### src/rtl/core/assert_macros.svh
// Assertion macros shared by the monitor RTL.
// Each macro expects clk and rst_n in the scope where it is used.
`ifndef ASSERT_MACROS_SVH
`define ASSERT_MACROS_SVH

// Condition holds on every clock edge out of reset.
`define HBM_ASSERT_ALWAYS(lbl, expr, msg) \
    lbl: assert property (@(posedge clk) disable iff (!rst_n) (expr)) else $error(msg);

// Consequent holds in the same cycle as the antecedent.
`define HBM_ASSERT_IMPLIES(lbl, ante, cons, msg) \
    lbl: assert property (@(posedge clk) disable iff (!rst_n) (ante) |-> (cons)) \
        else $error(msg);

// Consequent holds in the cycle after the antecedent.
`define HBM_ASSERT_NEXT(lbl, ante, cons, msg) \
    lbl: assert property (@(posedge clk) disable iff (!rst_n) (ante) |=> (cons)) \
        else $error(msg);

`endif

### src/rtl/core/hbm_pkg.sv
// Shared types, codes and sizing constants of the heartbeat health monitor.
// No dependencies; every other RTL file but assert_macros.svh imports this package.
`default_nettype none

package hbm_pkg;

    // Sizing
    localparam int WORKERS    = 16;
    localparam int TIME_WIDTH = 32;
    localparam int SLOTS      = WORKERS + 2;
    localparam int SA_W       = $clog2(SLOTS);
    localparam int LA_W       = (WORKERS > 1) ? $clog2(WORKERS) : 1;
    localparam int WC_W       = $clog2(WORKERS + 1);
    localparam int CMP_W      = (TIME_WIDTH > 31) ? TIME_WIDTH : 31;

    // Field widths
    localparam int FUNC_W  = 3;
    localparam int NODE_W  = 5;
    localparam int STATE_W = 3;
    localparam int CPU_W   = 10;
    localparam int RAM_W   = 22;
    localparam int KIND_W  = 3;
    localparam int ACT_W   = 3;

    // Load fixed point: 1.0 is LOAD_SCALE
    localparam int LOAD_SCALE = 1024;
    localparam int MEM_PW     = 34;

    // Node ids of the two special slots
    localparam logic [NODE_W-1:0] MASTER_ID    = 5'd16;
    localparam logic [NODE_W-1:0] SECONDARY_ID = 5'd17;
    localparam logic [SA_W-1:0]   MASTER_ADDR    = SA_W'(WORKERS);
    localparam logic [SA_W-1:0]   SECONDARY_ADDR = SA_W'(WORKERS + 1);

    // Configuration port
    localparam int CFG_IDX_W  = 3;
    localparam int CFG_DATA_W = 31;
    localparam logic [CFG_IDX_W-1:0] CFG_TIMEOUT = 3'd0;
    localparam logic [CFG_IDX_W-1:0] CFG_CPU_TH  = 3'd1;
    localparam logic [CFG_IDX_W-1:0] CFG_MEM_TH  = 3'd2;
    localparam logic [CFG_IDX_W-1:0] CFG_WORKERS = 3'd3;
    localparam logic [CFG_IDX_W-1:0] CFG_ROLE    = 3'd4;

    // Input function codes
    localparam logic [FUNC_W-1:0] FN_HEARTBEAT = 3'd0;
    localparam logic [FUNC_W-1:0] FN_REPORT    = 3'd1;
    localparam logic [FUNC_W-1:0] FN_SET_STATE = 3'd2;
    localparam logic [FUNC_W-1:0] FN_TICK      = 3'd3;
    localparam logic [FUNC_W-1:0] FN_CHECK     = 3'd4;

    // Node states
    localparam logic [STATE_W-1:0] NS_DISC   = 3'd0;
    localparam logic [STATE_W-1:0] NS_ACTIVE = 3'd1;
    localparam logic [STATE_W-1:0] NS_OVER   = 3'd2;
    localparam logic [STATE_W-1:0] NS_FAILED = 3'd3;
    localparam logic [STATE_W-1:0] NS_MAINT  = 3'd4;

    // Event kinds
    localparam logic [KIND_W-1:0] EV_NONE     = 3'd0;
    localparam logic [KIND_W-1:0] EV_BEAT     = 3'd1;
    localparam logic [KIND_W-1:0] EV_CPU      = 3'd2;
    localparam logic [KIND_W-1:0] EV_MEM      = 3'd3;
    localparam logic [KIND_W-1:0] EV_MASTER   = 3'd4;
    localparam logic [KIND_W-1:0] EV_SECONDARY = 3'd5;

    // Recovery actions
    localparam logic [ACT_W-1:0] ACT_NONE     = 3'd0;
    localparam logic [ACT_W-1:0] ACT_MIGRATE  = 3'd1;
    localparam logic [ACT_W-1:0] ACT_THROTTLE = 3'd2;
    localparam logic [ACT_W-1:0] ACT_PROMOTE  = 3'd3;
    localparam logic [ACT_W-1:0] ACT_ELECT    = 3'd4;

    // Roles
    localparam logic [1:0] ROLE_MASTER    = 2'd0;
    localparam logic [1:0] ROLE_WORKER    = 2'd1;
    localparam logic [1:0] ROLE_SECONDARY = 2'd2;

    // Control sequencer states
    typedef enum logic [1:0] {
        ST_IDLE,
        ST_RD,
        ST_CK_EV,
        ST_CK_END
    } fsm_t;

    // Channel payloads
    typedef struct packed {
        logic [FUNC_W-1:0]  func;
        logic [NODE_W-1:0]  node_id;
        logic [STATE_W-1:0] req_state;
        logic [CPU_W-1:0]   cpu_frac;
        logic [RAM_W-1:0]   ram_free_mb;
        logic [RAM_W-1:0]   ram_size_mb;
    } cmd_t;

    typedef struct packed {
        logic [KIND_W-1:0]  event_kind;
        logic [NODE_W-1:0]  event_node;
        logic [ACT_W-1:0]   action;
        logic [STATE_W-1:0] prior_state;
        logic [STATE_W-1:0] now_state;
        logic               last;
    } evt_t;

    // Memory entries
    typedef struct packed {
        logic [STATE_W-1:0]    state;
        logic [TIME_WIDTH-1:0] beat;
    } st_entry_t;

    typedef struct packed {
        logic [CPU_W-1:0] cpu;
        logic [RAM_W-1:0] ram_free;
        logic [RAM_W-1:0] ram_total;
    } ld_entry_t;

    // Memory access request bundle
    typedef struct packed {
        logic            st_re;
        logic [SA_W-1:0] st_ra;
        logic            st_we;
        logic [SA_W-1:0] st_wa;
        st_entry_t       st_wd;
        logic            ld_re;
        logic [LA_W-1:0] ld_ra;
        logic            ld_we;
        logic [LA_W-1:0] ld_wa;
        ld_entry_t       ld_wd;
    } mem_req_t;

    // Slot lookup result
    typedef struct packed {
        logic            ok;
        logic [SA_W-1:0] addr;
    } slot_t;

    // Map a node id onto a slot address
    function automatic slot_t slot_of(input logic [NODE_W-1:0] id);
        slot_t s;
        s.ok   = 1'b0;
        s.addr = '0;
        if ((32'(id) < WORKERS) && (id < MASTER_ID))
        begin
            s.ok   = 1'b1;
            s.addr = SA_W'(id);
        end
        else if (id == MASTER_ID)
        begin
            s.ok   = 1'b1;
            s.addr = MASTER_ADDR;
        end
        else if (id == SECONDARY_ID)
        begin
            s.ok   = 1'b1;
            s.addr = SECONDARY_ADDR;
        end
        return s;
    endfunction

endpackage

`default_nettype wire

### src/rtl/core/hbm_cmd_if.sv
// Input channel of the monitor: valid, ready and one command beat.
// Depends on hbm_pkg for the payload type.
`default_nettype none

interface hbm_cmd_if;
    import hbm_pkg::*;

    logic valid;
    logic ready;
    cmd_t payload;

    modport source (output valid, output payload, input ready);
    modport sink (input valid, input payload, output ready);
endinterface

`default_nettype wire

### src/rtl/core/hbm_evt_if.sv
// Output channel of the monitor: valid, ready and one event beat.
// Depends on hbm_pkg for the payload type.
`default_nettype none

interface hbm_evt_if;
    import hbm_pkg::*;

    logic valid;
    logic ready;
    evt_t payload;

    modport source (output valid, output payload, input ready);
    modport sink (input valid, input payload, output ready);
endinterface

`default_nettype wire

### src/rtl/core/hbm_node_mem.sv
// Node state/stamp memory and worker load memory, one read and one write port each.
// Valid bits give reset contents; depends on hbm_pkg.
`default_nettype none

module hbm_node_mem (
    input  wire logic                clk,
    input  wire logic                rst_n,
    input  hbm_pkg::mem_req_t        req,
    output hbm_pkg::st_entry_t       st_rdata,
    output hbm_pkg::ld_entry_t       ld_rdata
);
    import hbm_pkg::*;

    st_entry_t        st_mem [SLOTS];
    ld_entry_t        ld_mem [WORKERS];
    logic [SLOTS-1:0]   st_vld_reg;
    logic [WORKERS-1:0] ld_vld_reg;
    st_entry_t        st_q_reg;
    ld_entry_t        ld_q_reg;
    logic             st_qv_reg;
    logic             ld_qv_reg;

    // Write the arrays
    always_ff @(posedge clk)
    begin
        if (req.st_we)
        begin
            st_mem[req.st_wa] <= req.st_wd;
        end
        if (req.ld_we)
        begin
            ld_mem[req.ld_wa] <= req.ld_wd;
        end
    end

    // Register the read data
    always_ff @(posedge clk)
    begin
        if (req.st_re)
        begin
            st_q_reg <= st_mem[req.st_ra];
        end
        if (req.ld_re)
        begin
            ld_q_reg <= ld_mem[req.ld_ra];
        end
    end

    // Track written entries and the valid flag of each read
    always_ff @(posedge clk or negedge rst_n)
    begin
        if (!rst_n)
        begin
            st_vld_reg <= '0;
            ld_vld_reg <= '0;
            st_qv_reg  <= 1'b0;
            ld_qv_reg  <= 1'b0;
        end
        else
        begin
            if (req.st_re)
            begin
                st_qv_reg <= st_vld_reg[req.st_ra];
            end
            if (req.ld_re)
            begin
                ld_qv_reg <= ld_vld_reg[req.ld_ra];
            end
            if (req.st_we)
            begin
                st_vld_reg[req.st_wa] <= 1'b1;
            end
            if (req.ld_we)
            begin
                ld_vld_reg[req.ld_wa] <= 1'b1;
            end
        end
    end

    // Never-written entries read as zero: disconnected, stamp and loads zero
    assign st_rdata = st_qv_reg ? st_q_reg : '0;
    assign ld_rdata = ld_qv_reg ? ld_q_reg : '0;

endmodule

`default_nettype wire

### src/rtl/core/heartbeat_node_health_monitor.sv
// Top level of the heartbeat node health monitor: control sequencer, time counter,
// configuration registers and output register. Depends on hbm_pkg, the two channel
// interfaces, hbm_node_mem and assert_macros.svh.
//
// The monitor takes one command beat at a time. A heartbeat, load report, state
// write, tick or unknown code goes from ST_IDLE to ST_RD: the accept cycle issues
// the read of the node slot, and ST_RD does the read-modify-write and loads the
// result into the output register once that register is free, after which the
// next beat is accepted. A check reads the W worker slots in use (capped at 16),
// then the master or secondary slot when the role watches it: the state memory
// has one read port and the walk visits one slot per cycle while no finding
// waits for the output register, so a full check gives up to 18 event beats.
// Configuration writes take effect at once and must be made while no command is
// in flight. Reset state needs no clearing pass: every memory entry carries a
// valid bit and reads as zero until written.
`default_nettype none

module heartbeat_node_health_monitor (
    input  wire logic                            clk,
    input  wire logic                            rst_n,
    input  wire logic                            cfg_we,
    input  wire logic [hbm_pkg::CFG_IDX_W-1:0]   cfg_index,
    input  wire logic [hbm_pkg::CFG_DATA_W-1:0]  cfg_wdata,
    hbm_cmd_if.sink                              cmd,
    hbm_evt_if.source                            evt
);
    import hbm_pkg::*;

`include "assert_macros.svh"

    // Configuration
    logic [30:0]      timeout_reg;
    logic [CPU_W-1:0] cpu_th_reg;
    logic [CPU_W-1:0] mem_th_reg;
    logic [4:0]       workers_reg;
    logic [1:0]       role_reg;

    // Control and datapath registers
    fsm_t                  state_reg, state_next;
    logic [SA_W-1:0]       walk_reg, walk_next;
    logic [TIME_WIDTH-1:0] time_reg, time_next;
    logic                  out_valid_reg, out_valid_next;
    evt_t                  out_data_reg, out_data_next;
    cmd_t                  op_reg;

    mem_req_t  mem_req;
    st_entry_t cur;
    ld_entry_t load;

    logic            cmd_accept;
    logic            out_free;
    slot_t           in_slot;
    slot_t           op_slot;
    logic [WC_W-1:0] wc;
    logic            tail_en;
    logic [SA_W-1:0] tail_addr;
    logic            op_is_w;
    logic            op_in_wc;
    logic [STATE_W-1:0] hb_state;

    // Slot evaluation
    logic [TIME_WIDTH-1:0] age;
    logic                  alive;
    logic                  cpu_over;
    logic                  mem_over;
    logic [MEM_PW-1:0]     mem_lhs;
    logic [MEM_PW-1:0]     mem_rhs;
    logic [RAM_W:0]        tot_plus;
    logic [CPU_W:0]        headroom;
    logic                  walk_is_w;
    logic                  walk_more;
    logic                  finding;
    logic [STATE_W-1:0]    f_state;
    logic [KIND_W-1:0]     f_kind;
    logic [ACT_W-1:0]      f_act;
    logic [NODE_W-1:0]     f_node;

    // Checked conditions
    logic                  rw_same_slot;
    logic                  fault_beat;

    hbm_node_mem u_mem (
        .clk      (clk),
        .rst_n    (rst_n),
        .req      (mem_req),
        .st_rdata (cur),
        .ld_rdata (load)
    );

    // Take configuration writes
    always_ff @(posedge clk or negedge rst_n)
    begin
        if (!rst_n)
        begin
            timeout_reg <= 31'd3000;
            cpu_th_reg  <= 10'd922;
            mem_th_reg  <= 10'd922;
            workers_reg <= 5'd0;
            role_reg    <= ROLE_MASTER;
        end
        else if (cfg_we)
        begin
            case (cfg_index)
                CFG_TIMEOUT: timeout_reg <= cfg_wdata[30:0];
                CFG_CPU_TH:  cpu_th_reg  <= cfg_wdata[CPU_W-1:0];
                CFG_MEM_TH:  mem_th_reg  <= cfg_wdata[CPU_W-1:0];
                CFG_WORKERS: workers_reg <= cfg_wdata[4:0];
                CFG_ROLE:    role_reg    <= cfg_wdata[1:0];
                default:     ;
            endcase
        end
    end

    // Derived control values
    assign wc = (32'(workers_reg) > WORKERS) ? WC_W'(WORKERS) : WC_W'(workers_reg);
    assign tail_en   = (role_reg == ROLE_SECONDARY) || (role_reg == ROLE_MASTER);
    assign tail_addr = (role_reg == ROLE_SECONDARY) ? MASTER_ADDR : SECONDARY_ADDR;

    assign cmd_accept = cmd.valid && cmd.ready;
    assign out_free   = !out_valid_reg || evt.ready;
    assign in_slot    = slot_of(cmd.payload.node_id);
    assign op_slot    = slot_of(op_reg.node_id);
    assign op_is_w    = 32'(op_slot.addr) < WORKERS;
    assign op_in_wc   = 32'(op_slot.addr) < 32'(wc);
    assign hb_state   = ((cur.state == NS_FAILED) || (cur.state == NS_DISC)) ?
                        NS_ACTIVE : cur.state;

    // Age and load tests on the slot just read
    assign age      = time_reg - cur.beat;
    assign alive    = (cur.state == NS_MAINT) || (CMP_W'(age) < CMP_W'(timeout_reg));
    assign cpu_over = load.cpu > cpu_th_reg;
    assign tot_plus = {1'b0, load.ram_total} + (RAM_W + 1)'(1);
    assign headroom = (CPU_W + 1)'(LOAD_SCALE) - {1'b0, mem_th_reg};
    assign mem_lhs  = MEM_PW'({load.ram_free, 10'd0});
    assign mem_rhs  = MEM_PW'(tot_plus) * MEM_PW'(headroom);
    assign mem_over = mem_lhs < mem_rhs;

    assign walk_is_w = 32'(walk_reg) < WORKERS;
    assign walk_more = walk_is_w && ((32'(walk_reg) + 1) < 32'(wc));

    // Decide the finding for the slot under the walk
    always_comb
    begin
        finding = 1'b0;
        f_state = cur.state;
        f_kind  = EV_NONE;
        f_act   = ACT_NONE;
        f_node  = NODE_W'(walk_reg);
        if (walk_is_w)
        begin
            if (cur.state == NS_ACTIVE)
            begin
                if (!alive)
                begin
                    finding = 1'b1;
                    f_state = NS_FAILED;
                    f_kind  = EV_BEAT;
                    f_act   = ACT_MIGRATE;
                end
                else if (cpu_over || mem_over)
                begin
                    finding = 1'b1;
                    f_state = NS_OVER;
                    f_kind  = cpu_over ? EV_CPU : EV_MEM;
                    f_act   = ACT_THROTTLE;
                end
            end
        end
        else if (walk_reg == MASTER_ADDR)
        begin
            f_node = MASTER_ID;
            if (!alive && (cur.state != NS_FAILED) && (cur.state != NS_DISC))
            begin
                finding = 1'b1;
                f_state = NS_FAILED;
                f_kind  = EV_MASTER;
                f_act   = ACT_PROMOTE;
            end
        end
        else
        begin
            f_node = SECONDARY_ID;
            if (!alive && (cur.state == NS_ACTIVE))
            begin
                finding = 1'b1;
                f_state = NS_FAILED;
                f_kind  = EV_SECONDARY;
                f_act   = ACT_ELECT;
            end
        end
    end

    // Sequence commands through the memories
    always_comb
    begin
        state_next     = state_reg;
        walk_next      = walk_reg;
        time_next      = time_reg;
        out_valid_next = out_valid_reg && !evt.ready;
        out_data_next  = out_data_reg;
        mem_req        = '0;
        cmd.ready      = 1'b0;

        case (state_reg)
            ST_IDLE:
            begin
                cmd.ready = 1'b1;
                if (cmd.valid)
                begin
                    if (cmd.payload.func == FN_CHECK)
                    begin
                        if (wc != '0)
                        begin
                            mem_req.st_re = 1'b1;
                            mem_req.st_ra = '0;
                            mem_req.ld_re = 1'b1;
                            mem_req.ld_ra = '0;
                            walk_next     = '0;
                            state_next    = ST_CK_EV;
                        end
                        else if (tail_en)
                        begin
                            mem_req.st_re = 1'b1;
                            mem_req.st_ra = tail_addr;
                            walk_next     = tail_addr;
                            state_next    = ST_CK_EV;
                        end
                        else
                        begin
                            state_next = ST_CK_END;
                        end
                    end
                    else
                    begin
                        mem_req.st_re = in_slot.ok;
                        mem_req.st_ra = in_slot.addr;
                        state_next    = ST_RD;
                    end
                end
            end

            ST_RD:
            begin
                if (out_free)
                begin
                    state_next               = ST_IDLE;
                    out_valid_next           = 1'b1;
                    out_data_next            = '0;
                    out_data_next.last       = 1'b1;
                    out_data_next.event_node = op_reg.node_id;
                    case (op_reg.func)
                        FN_TICK:
                        begin
                            time_next                = time_reg + TIME_WIDTH'(1);
                            out_data_next.event_node = '0;
                        end
                        FN_HEARTBEAT:
                        begin
                            if (op_slot.ok)
                            begin
                                out_data_next.prior_state = cur.state;
                                out_data_next.now_state   = cur.state;
                                if (!op_is_w)
                                begin
                                    mem_req.st_we       = 1'b1;
                                    mem_req.st_wa       = op_slot.addr;
                                    mem_req.st_wd.state = cur.state;
                                    mem_req.st_wd.beat  = time_reg;
                                end
                                else if (op_in_wc)
                                begin
                                    mem_req.st_we           = 1'b1;
                                    mem_req.st_wa           = op_slot.addr;
                                    mem_req.st_wd.state     = hb_state;
                                    mem_req.st_wd.beat      = time_reg;
                                    out_data_next.now_state = hb_state;
                                end
                            end
                        end
                        FN_REPORT:
                        begin
                            if (op_slot.ok)
                            begin
                                out_data_next.prior_state = cur.state;
                                out_data_next.now_state   = cur.state;
                                if (op_is_w)
                                begin
                                    mem_req.ld_we           = 1'b1;
                                    mem_req.ld_wa           = LA_W'(op_slot.addr);
                                    mem_req.ld_wd.cpu       = op_reg.cpu_frac;
                                    mem_req.ld_wd.ram_free  = op_reg.ram_free_mb;
                                    mem_req.ld_wd.ram_total = op_reg.ram_size_mb;
                                end
                            end
                        end
                        FN_SET_STATE:
                        begin
                            if (op_slot.ok)
                            begin
                                out_data_next.prior_state = cur.state;
                                out_data_next.now_state   = cur.state;
                                if (op_reg.req_state <= NS_MAINT)
                                begin
                                    mem_req.st_we           = 1'b1;
                                    mem_req.st_wa           = op_slot.addr;
                                    mem_req.st_wd.state     = op_reg.req_state;
                                    mem_req.st_wd.beat      = cur.beat;
                                    out_data_next.now_state = op_reg.req_state;
                                end
                            end
                        end
                        default: ;
                    endcase
                end
            end

            ST_CK_EV:
            begin
                // Advance unless a finding waits for the output register
                if (!finding || out_free)
                begin
                    if (finding)
                    begin
                        mem_req.st_we       = 1'b1;
                        mem_req.st_wa       = walk_reg;
                        mem_req.st_wd.state = f_state;
                        mem_req.st_wd.beat  = cur.beat;
                        out_valid_next      = 1'b1;
                        out_data_next.event_kind  = f_kind;
                        out_data_next.event_node  = f_node;
                        out_data_next.action      = f_act;
                        out_data_next.prior_state = cur.state;
                        out_data_next.now_state   = f_state;
                        out_data_next.last        = 1'b0;
                    end
                    // Read the next slot; it never equals the one written back
                    if (walk_more)
                    begin
                        mem_req.st_re = 1'b1;
                        mem_req.st_ra = walk_reg + SA_W'(1);
                        mem_req.ld_re = 1'b1;
                        mem_req.ld_ra = LA_W'(walk_reg + SA_W'(1));
                        walk_next     = walk_reg + SA_W'(1);
                    end
                    else if (walk_is_w && tail_en)
                    begin
                        mem_req.st_re = 1'b1;
                        mem_req.st_ra = tail_addr;
                        walk_next     = tail_addr;
                    end
                    else
                    begin
                        state_next = ST_CK_END;
                    end
                end
            end

            ST_CK_END:
            begin
                // Close the check with the marker beat
                if (out_free)
                begin
                    out_valid_next     = 1'b1;
                    out_data_next      = '0;
                    out_data_next.last = 1'b1;
                    state_next         = ST_IDLE;
                end
            end

            default:
            begin
                state_next = ST_IDLE;
            end
        endcase
    end

    // Hold control state
    always_ff @(posedge clk or negedge rst_n)
    begin
        if (!rst_n)
        begin
            state_reg     <= ST_IDLE;
            walk_reg      <= '0;
            time_reg      <= '0;
            out_valid_reg <= 1'b0;
        end
        else
        begin
            state_reg     <= state_next;
            walk_reg      <= walk_next;
            time_reg      <= time_next;
            out_valid_reg <= out_valid_next;
        end
    end

    // Hold payloads
    always_ff @(posedge clk)
    begin
        out_data_reg <= out_data_next;
        if (cmd_accept)
        begin
            op_reg <= cmd.payload;
        end
    end

    assign evt.valid   = out_valid_reg;
    assign evt.payload = out_data_reg;

    assign rw_same_slot = mem_req.st_we && mem_req.st_re && (mem_req.st_wa == mem_req.st_ra);
    assign fault_beat   = evt.valid && (evt.payload.event_kind != EV_NONE);

    `HBM_ASSERT_IMPLIES(a_idle_no_write, state_reg == ST_IDLE, !mem_req.st_we, "write while idle")
    `HBM_ASSERT_ALWAYS(a_rmw_split, !rw_same_slot, "read and write hit one slot")
    `HBM_ASSERT_IMPLIES(a_walk_range, state_reg == ST_CK_EV, 32'(walk_reg) < SLOTS, "walk too far")
    `HBM_ASSERT_NEXT(a_accept_busy, cmd_accept, state_reg != ST_IDLE, "accept left sequencer idle")
    `HBM_ASSERT_IMPLIES(a_finding_not_last, fault_beat, !evt.payload.last, "finding marked last")

endmodule

`default_nettype wire

### src/flat_wrapper.sv
// flat-port wrapper written by rule: the top's interface ports become plain ports
module heartbeat_node_health_monitor_flat import hbm_pkg::*;
  (clk, rst_n, cfg_we, cfg_index, cfg_wdata, cmd_valid, cmd_payload, cmd_ready, evt_valid, evt_payload, evt_ready);
  hbm_cmd_if cmd_i ();
  hbm_evt_if evt_i ();
  input  wire logic clk;
  input  wire logic rst_n;
  input  wire logic cfg_we;
  input  wire logic [hbm_pkg::CFG_IDX_W-1:0] cfg_index;
  input  wire logic [hbm_pkg::CFG_DATA_W-1:0] cfg_wdata;
  input wire logic [$bits(cmd_i.valid)-1:0] cmd_valid;
  input wire logic [$bits(cmd_i.payload)-1:0] cmd_payload;
  output wire logic [$bits(cmd_i.ready)-1:0] cmd_ready;
  output wire logic [$bits(evt_i.valid)-1:0] evt_valid;
  output wire logic [$bits(evt_i.payload)-1:0] evt_payload;
  input wire logic [$bits(evt_i.ready)-1:0] evt_ready;
  assign cmd_i.valid = cmd_valid;
  assign cmd_i.payload = cmd_payload;
  assign cmd_ready = cmd_i.ready;
  assign evt_valid = evt_i.valid;
  assign evt_payload = evt_i.payload;
  assign evt_i.ready = evt_ready;
  heartbeat_node_health_monitor u_core (.clk(clk), .rst_n(rst_n), .cfg_we(cfg_we), .cfg_index(cfg_index), .cfg_wdata(cfg_wdata), .cmd(cmd_i), .evt(evt_i));
endmodule
### config.mk
export PLATFORM = sky130hd
export DESIGN_NAME = heartbeat_node_health_monitor_flat
export DESIGN_NICKNAME = d
export VERILOG_FILES = /design/src/rtl/core/hbm_pkg.sv /design/src/rtl/core/hbm_cmd_if.sv /design/src/rtl/core/hbm_evt_if.sv /design/src/rtl/core/hbm_node_mem.sv /design/src/rtl/core/heartbeat_node_health_monitor.sv /design/src/flat_wrapper.sv
export VERILOG_INCLUDE_DIRS = /design/src /design/src/rtl/core
export SDC_FILE = /design/constraint.sdc
export NUM_CORES = 2
export LEC_CHECK = 0
export BUFFER_PORTS_ARGS = -buffer_cell sky130_fd_sc_hd__buf_2
export CORE_AREA = 2 2 487 489
export CTS_BUF_LIST = sky130_fd_sc_hd__clkbuf_2 sky130_fd_sc_hd__clkbuf_4 sky130_fd_sc_hd__clkbuf_8
export CTS_CLUSTER_SIZE = 10
export DETAILED_ROUTE_END_ITERATION = 12
export DIE_AREA = 0 0 489 491
export PLACE_DENSITY = 0.48
export RECOVER_POWER = 25
export SLEW_MARGIN = 20
export SYNTH_ARGS = -nofsm -noshare
export SYNTH_HDL_FRONTEND = slang
export SYNTH_SLANG_ARGS = --single-unit
### constraint.sdc
create_clock -name clk -period 20.7 [get_ports clk]
set_input_delay 1.035 -clock clk [delete_from_list [all_inputs] [get_ports clk]]
set_output_delay 1.035 -clock clk [all_outputs]
set_load 0.05 [all_outputs]
==> impl_metrics.csv <==
group,metric,value,unit
min_path,hp-class,"in -> reg",
synthesis,synth_ff_type,"edfxtp_1",
route,viasPerCell,5.20,
cells_and_area,largest_reg_flops,864,
clocking,cts_resized,0,
route,detail-route-antenna-nets,0,
power_and_ir_drop,p_int,8.13,mW
cells_and_area,layout.nets,6055,
floorplan,num_rows,178,
synthesis,syn_inst,5269,
cells_and_area,mostFrequentLayoutCells,"1,666 x edfxtp_1, 451 x nand2_1, 343 x clkbuf_8",
place,dp_cells,8395,
global_routing,grtUsageMet2,0.316,
place,dp_hpwl,139000,µm
cells_and_area,instances_no_fill,8944,
route,routed_wl,236000,µm
status,status,"complete, but fails checks",
cells_and_area,drive_gt1_frac,0.189,
global_routing,grt_pass1_wl,343000,µm
worst_setup_path,cpMostUsedCell,"fa_1",
synthesis,ys_async_sr_fraction,0.0744,
place,gp_congestion,0.841,
global_routing,gr-total-overflow,0,
cells_and_area,design_area,92500,µm²
worst_setup_path,timing.rr.start,"u_core.u_mem.ld_qv_reg",
synthesis,syn_area,81900,µm²
floorplan,fp.dieW,489,µm
timing,fin_skew,120,ps
route,avgRoutedWirePerCell,26.4,µm
worst_setup_path,setup.worst_path.start_class,"flip-flop",
clocking,cts.clk_slew.worst_paths,60,ps
power_and_ir_drop,power.density,144,nW/µm²
global_routing,grt_use_total,0.196,
timing,slew_viol_final,541,
floorplan,ios,124,
synthesis,syn_nets,5746,
power_and_ir_drop,ir_drop,0.180,mV
clocking,clk_path_buf_depth,4,
min_path,worstHoldPathCells,1,
clocking,tritoncts,"yes",
timing,setup_slack,6600,ps
clocking,cts.sinks,1800,
timing,timing.hold.ws,141,ps
clocking,cts_buffers,330,
worst_setup_path,rr_worst_depth,43,
synthesis,ys_ff_latch,1800,
timing,setup_viol,0,
clocking,cts_setup_buffers,0,
floorplan,fp.coreArea,235000,µm²
global_routing,busiest_layer,"met2",
place,io_buffers,123,
min_path,min_to,"u_core.op_reg[19]",
cells_and_area,postLayoutCoreUtil,0.394,
global_routing,grt_pass1_vias,48400,
clocking,cts-root-buf,"clkbuf_8",
global_routing,use_met3,0.0280,
floorplan,start_util,0.349,
global_routing,globalRouteMet1Util,0.274,
timing,max_freq,70.9,MHz
power_and_ir_drop,swShare,0.391,
place,placed_area,86600,µm²
route,via_count,46500,
timing,tns,0,ps
worst_setup_path,critPathArrivalTime,14780,ps
power_and_ir_drop,clkPwrFrac,0.239,
run,cap_violations,17,
synthesis,yosys.cell_types.count,84,
cells_and_area,layout_commonest_cell,"edfxtp_1",
timing,grt_setup_unrepaired,"false",
worst_setup_path,r2r-end,"u_core.u_mem.ld_q_reg[30]",
status,violations,"max-capacitance violations, max-slew violations",
global_routing,antenna_found_initial,19,
place,place_worst_setup_slack,6590,ps
power_and_ir_drop,pwr-share-seq,0.323,
worst_setup_path,reg2reg_slack,6600,ps
worst_setup_path,cp_num_buf_inv,7,
power_and_ir_drop,p_comb_frac,0.438,
cells_and_area,area_growth,13.0,%
timing,finalCriticalPeriod,14100,ps
worst_setup_path,path_delay_family,"compound AO/OA/AOI/OAI gates",
worst_setup_path,slowest_stage,"buf_4",
worst_setup_path,worstPathMaxFanout,50,
synthesis,synth-edff-count,1666,
power_and_ir_drop,p_total,13.4,mW
floorplan,dieArea,240000,µm²
route,initialDrtViolationCount,3601,
power_and_ir_drop,switchingPower,5.22,mW
worst_setup_path,worstSetupEndpointType,"flip-flop",
synthesis,ys_warn_count,0,
floorplan,die_y,491,µm
clocking,htreeDepth,5,
clocking,clk_latency,1070,ps
synthesis,yosysSeqAreaShare,0.652,
timing,worst_slew_pin_slew,3960,ps
timing,max_slew_margin,-1.64,
synthesis,syn_avg_cell_area,15.5,µm²
route,route.detailed.drc,0,
power_and_ir_drop,p_leak,35.7,nW
min_path,min_from,"cmd_payload[19]",
cells_and_area,fillers,21800,
timing,hold_viol,0,
route,drt_pass1_iterations,5,
global_routing,grt_max_degree,132,
worst_setup_path,path_class,"reg -> reg",
worst_setup_path,crit_required,21380,ps
clocking,ctsHoldBuffers,1,
worst_setup_path,slowest_delay,830,ps
timing,fin_crit_sh,0.681,
[cells in the mapped netlist (all sizes together), types with 5 or more instances]
cell type / count / area (µm²)
a31oi: 70 / 438
a21oi: 99 / 495
xor2: 47 / 412
inv: 269 / 1010
mux2i: 323 / 3230
o21bai: 12 / 90.1
xnor2: 72 / 631
nand4: 19 / 119
mux4: 216 / 4860
nor2: 154 / 581
fa: 189 / 3780
dfstp: 19 / 499
clkbuf: 154 / 578
dfrtp: 115 / 2880
mux2: 71 / 800
o21ai: 166 / 831
a221oi: 66 / 578
and3: 30 / 188
nor4: 10 / 62.6
a22oi: 41 / 308
ha: 184 / 2300
o21a: 12 / 90.1
and2: 239 / 1500
and4: 6 / 52.6
nand3b: 5 / 37.5
o31a: 6 / 52.6
edfxtp: 1666 / 50000
or2: 41 / 257
nor3: 34 / 186
a211oi: 70 / 531
nand2b: 14 / 87.6
or3: 11 / 68.8
nor2b: 30 / 188
nor3b: 8 / 60.1
a21o: 36 / 270
nand2: 453 / 1700
buf: 101 / 554
o211ai: 21 / 168
a32oi: 38 / 333
o22ai: 34 / 213
nand3: 62 / 310
[cell families (layout without fill, tap and decap cells)]
family | after synthesis | count (layout) | synth area share
flip-flops | 1800 | 1800 | 0.652
AND/OR/NAND/NOR | 1125 | 1125 | 0.0669
AO/OA/AOI/OAI | 716 | 716 | 0.0588
multiplexers | 610 | 610 | 0.109
buffers and inverters | 526 | 1045 | 0.0263
adder cells (fa/ha/maj) | 373 | 373 | 0.0743
XOR/XNOR | 119 | 119 | 0.0127
other | 0 | 6 | 0
[worst max path at each step]
stage,cells past startpoint,startpoint,endpoint
floorplan,43,u_core.u_mem.ld_qv_reg,u_core.u_mem.st_mem[0][0]
global placement,43,u_core.u_mem.ld_qv_reg,u_core.u_mem.ld_q_reg[20]
detailed placement,43,u_core.u_mem.ld_qv_reg,u_core.u_mem.ld_q_reg[30]
CTS,43,u_core.u_mem.ld_qv_reg,u_core.u_mem.ld_q_reg[30]
global route,43,u_core.u_mem.ld_qv_reg,u_core.u_mem.ld_q_reg[26]
finish,43,u_core.u_mem.ld_qv_reg,u_core.u_mem.ld_q_reg[30]
[per-layer routing]
layer | part of all wire | vias to the layer above
met5 | 0 | -
met4 | 0.028 | 0
met3 | 0.045 | 325
met2 | 0.47 | 1251
met1 | 0.45 | 24300
li1 | - | 20600
[worst register-to-register path, delay by kind of cell (launching register included)]
family,cells,cell delay (ps)
AO/OA/AOI/OAI,16,3420
XOR/XNOR,1,160
adder cells (fa/ha/maj),8,3390
buffers and inverters,7,2560
flip-flops,1,530
multiplexers,1,630
AND/OR/NAND/NOR,10,3140
[final cells by class]
cell class | count | area [µm²] | area share
inverter | 271 | 1020 | 0.0110
clock inverter | 76 | 417 | 0.00450
timing repair buffer | 232 | 1370 | 0.0148
multi-input combinational | 2943 | 26700 | 0.289
tap | 3150 | 3940 | 0.0426
antenna | 6 | 15.0 | 0.000162
sequential | 1800 | 53400 | 0.577
clock buffer | 466 | 5640 | 0.0610
[power groups by stage]
| stage | clock [mW] | combinational (mW) | sequential, mW |
|---|---|---|---|
| finish | 3.20 | 5.84 | 4.31 |
| global route | 3.45 | 6.60 | 4.32 |
| CTS | 3.29 | 5.88 | 4.31 |
| detailed placement | 0 | 5.80 | 4.38 |
| global placement | 0 | 5.80 | 4.38 |
| floorplan | 0 | 4.09 | 4.31 |
(Power assumes the default switching activity.)
